$ cat config.mk
export PLATFORM = sky130hd
export DESIGN_NAME = bfk_cfg_regs
export DESIGN_NICKNAME = d
export VERILOG_FILES = /design/src/design/bfk_pkg.sv /design/src/design/bfk_cfg_regs.sv
export SDC_FILE = /design/constraint.sdc
export NUM_CORES = 1
export LEC_CHECK = 0
export BUFFER_PORTS_ARGS = -buffer_cell sky130_fd_sc_hd__buf_2
export CAP_MARGIN = 0
export CORE_MARGIN = 8
export CORE_UTILIZATION = 31
export CTS_CLUSTER_DIAMETER = 100
export DETAILED_ROUTE_END_ITERATION = 16
export PLACE_DENSITY = 0.79
export SYNTH_ARGS = -nofsm -noshare
export SYNTH_HDL_FRONTEND = slang
export SYNTH_SLANG_ARGS = --single-unit
$ cat constraint.sdc
create_clock -name clk -period 0.9 [get_ports clk]
set_input_delay 0.135 -clock clk [delete_from_list [all_inputs] [get_ports clk]]
set_output_delay 0.135 -clock clk [all_outputs]
set_load 0.05 [all_outputs]
$ cat src/design/bfk_pkg.sv
`timescale 1ns / 1ps
package bfk_pkg;

  localparam int KEY_W    = 160;
  localparam int WIN_W    = 40;
  localparam int BIT_BASE = 37;
  localparam int SHORT_W  = 32;
  localparam int CPK_W    = 3;
  localparam int AB_W     = 5;
  localparam int PADDR_W  = 3;
  localparam int PDATA_W  = 32;

  localparam logic [CPK_W-1:0] CPK_SHORT = 3'd5;
  localparam logic [CPK_W-1:0] CPK_LONG  = 3'd4;
  localparam logic [CPK_W-1:0] CPK_RESET = 3'd5;
  localparam logic [AB_W-1:0]  AB_RESET  = 5'd20;

  localparam logic REG_CPK = 1'b0;
  localparam logic REG_AB  = 1'b1;

  localparam logic MODE_ADD   = 1'b0;
  localparam logic MODE_QUERY = 1'b1;

  typedef struct packed {
    logic [CPK_W-1:0] chunks_per_key;
    logic [AB_W-1:0]  address_bits;
  } bfk_cfg_t;

  typedef enum logic [1:0] {
    ST_CLEAR,
    ST_IDLE,
    ST_RUN
  } bfk_state_t;

endpackage

$ cat src/design/bfk_cfg_regs.sv
`timescale 1ns / 1ps
module bfk_cfg_regs (
  input  logic                          clk,
  input  logic                          rst_n,
  input  logic                          psel,
  input  logic                          penable,
  input  logic                          pwrite,
  input  logic [bfk_pkg::PADDR_W-1:0]   paddr,
  input  logic [bfk_pkg::PDATA_W-1:0]   pwdata,
  output logic [bfk_pkg::PDATA_W-1:0]   prdata,
  output logic                          pready,
  output bfk_pkg::bfk_cfg_t             cfg
);

  logic [bfk_pkg::CPK_W-1:0] cpk_r;
  logic [bfk_pkg::AB_W-1:0]  ab_r;
  logic                      wr_en;
  logic                      reg_sel;

  assign pready  = 1'b1;
  assign reg_sel = paddr[2];
  assign wr_en   = psel && penable && pwrite;

  always_ff @(posedge clk) begin
    if (!rst_n) begin
      cpk_r <= bfk_pkg::CPK_RESET;
      ab_r  <= bfk_pkg::AB_RESET;
    end else if (wr_en) begin
      unique case (reg_sel)
        bfk_pkg::REG_CPK: cpk_r <= pwdata[bfk_pkg::CPK_W-1:0];
        bfk_pkg::REG_AB:  ab_r  <= pwdata[bfk_pkg::AB_W-1:0];
        default: ;
      endcase
    end
  end

  always_comb begin
    prdata = '0;
    unique case (reg_sel)
      bfk_pkg::REG_CPK: prdata[bfk_pkg::CPK_W-1:0] = cpk_r;
      bfk_pkg::REG_AB:  prdata[bfk_pkg::AB_W-1:0]  = ab_r;
      default: ;
    endcase
  end

  assign cfg.chunks_per_key = cpk_r;
  assign cfg.address_bits   = ab_r;

endmodule

==> flow_summary.yaml <==
run_status:
  status: "finished, violations left"
  failed_checks: "setup timing"
cts:
  cts_buffer_depth: 2
  cts.sinks: 8
  tritoncts: "built"
  clk_latency_ps: 250
  cts_inserted_buffers: 3
  cts_max_level: 1
  clk_pin_slew_ps: 60
  cts_root_buf: "clkbuf_4"
cells_and_area:
  finalNetCount: 145
  num-fill-cells: 190
  drive_above_1_share: 0.490
  final_cell_mix: "conb_1 (28), buf_2 (10), buf_8 (10), buf_6 (9), mux2i_1 (8)"
  fin_util: 0.483
  area_delta_synth_final_pct: 50.2
  layout_commonest_cell: "conb_1"
  diodes: 0
  multi_input_area_um2: 337
  seq_area_um2: 185
floorplan:
  core_area_um2: 1920
  io_pins: 81
  initial_utilization: 0.322
  die_area_um2: 3680
  fp.dieH_um: 60.7
  die_w_um: 60.7
  fp-row-count: 16
synthesis:
  yosys.area_share.simple: 0.168
  syn_inst: 70
  synthDistinctLibCells: 12
  synth_mux_area_frac: 0.184
  syn_area_um2: 618
  yosys_warnings: 0
  synth-seq-cells: 8
  synth_fa_ha_area_frac: 0
  synth_top_family_by_area: "buffers and inverters"
  avgSynthCellArea_um2: 8.83
  synth-seq-area-share: 0.259
  synthXorXnorAreaFrac: 0
  synth_compound_area_frac: 0
pwr:
  p_leak_nw: 0.448
  powerDensity_nw_per_um2: 1200
  total_power_mw: 1.12
  peakVddDrop_mv: 0.788
timing:
  worst_clock_skew_ps: 0
  final.min_clock_period_ps: 1150
  whs_ps: 136
  fin_crit_sh: 1.28
  hold_viol_final: 0
  fin_ws_ps: -252
  drv_slew: 0
  rsz0062_at_grt: "true"
  setup_viol: 13
  timing.fmax_ghz: 0.868
worst_hold_path:
  min_path_type: "primary input to register"
setup_path:
  path_buf_inv: 1
  worstPathArrival_ps: 1020
  max_stage_delay_ps: 340
  crit_family: "flip-flops"
  worstPathMaxFanout: 2
  path_cells: "mux2_4 -> buf_8"
  critPathKind: "register to primary output"
  worstPathRequired_ps: 760
  cp_slowest_cell: "dfxtp_4"
  start_kind: "register"
  end_kind: "primary output"
drt:
  drcViolationCount: 0
  postRouteAntennaNets: 0
  drt_wl_total_um: 1470
  viasPerCell: 3.76
  dr.first_iter.drc_count: 2
  dr_total_vias: 492
  drtPass1Iterations: 2
  routedWlPerCell_um: 11.2
global_route:
  grt_pass1_vias: 502
  globalRouteOverflowTotal: 0
  grt_pass1_wl_um: 2040
  antenna_found_initial: 0
  grt_max_degree: 15
  grt_usage: 0.0737
placed_design:
  numPortBuffers: 23
  place.gp.congestion: 0.701
  dp_hpwl_um: 1160
flow_run:
  max-cap-violations: 0
-- where the power goes --
part	internal (mW)	switching, mW
combinational	0.102	0.368
clock	0.170	0.124
sequential	0.349	0.00536
total	0.620	0.497
-- worst register-to-register path: cells and delay by family, from the launching register on --
family | cells | cell delay, ps
buffers and inverters | 3 | 350
flip-flops | 1 | 340
AND/OR/NAND/NOR | 1 | 100
multiplexers | 1 | 70
-- cells by family after synthesis --
| kind of cell | count (synthesis) |
|---|---|
| other cells | 2 |
| buf+inv | 31 |
| mux | 11 |
| flops | 8 |
| simple gates | 18 |
-- metrics by stage --
step | cells | setup WS, ps | TNS [ps] | area [µm²]
global placement | 122 | -80.1 | -546 | 723
global route | 131 | -279 | -2260 | 928
finish | 131 | -252 | -1830 | 928
floorplan | 96 | 1.39 | 0 | 754
detailed placement | 122 | -85.3 | -654 | 723
CTS | 127 | -251 | -1660 | 876
-- timing repair --
action	4_1_cts	5_1_grt
buffers inserted	1	5
setup endpoints to repair	13	14
cloned	0	0
hold endpoints to repair	0	0
resized for setup	36	7
hold buffers	0	0
-- synthesized netlist by cell type (all sizes together) --
library cell	count	area, µm²
buf	30	229
dfxtp	8	160
mux2i	8	80.1
nand2	7	26.3
nor2b	7	43.8
mux2	3	33.8
and2	2	15.0
conb	2	7.51
and4	1	8.76
and4b	1	10.0
clkbuf	1	3.75
-- cell type report --
class,instances,share of cell area
clock buffers,4,0.0283
repair buffers,35,0.373
flip-flops and latches,8,0.199
multi-input cells,57,0.363
well taps,27,0.0364
-- registers in the layout, indices dropped and copies added, names as in the netlist --
name / cells
ab_r: 5
cpk_r: 3
-- final timing paths --
path | from | end | slack, ps | cells after the start
hold reg to reg | ab_r[3] | ab_r[3] | 490 | 2
setup reg to reg | cpk_r[2] | cpk_r[2] | -70 | 5
setup / recovery | cpk_r[2] | prdata[2] | -250 | 2
hold / removal | pwdata[3] | ab_r[3] | 140 | 3
-- routing by layer --
layer,global-route usage,up-vias,share of wire,routed length [µm]
met3,0.0466,2,0.14,206
li1,-,234,-,-
met1,0.0719,224,0.35,512
met2,0.127,32,0.51,745
met4,0.0199,0,0.0034,5
met5,0,-,0,0
No activity file was read; power rests on OpenSTA's default activity.
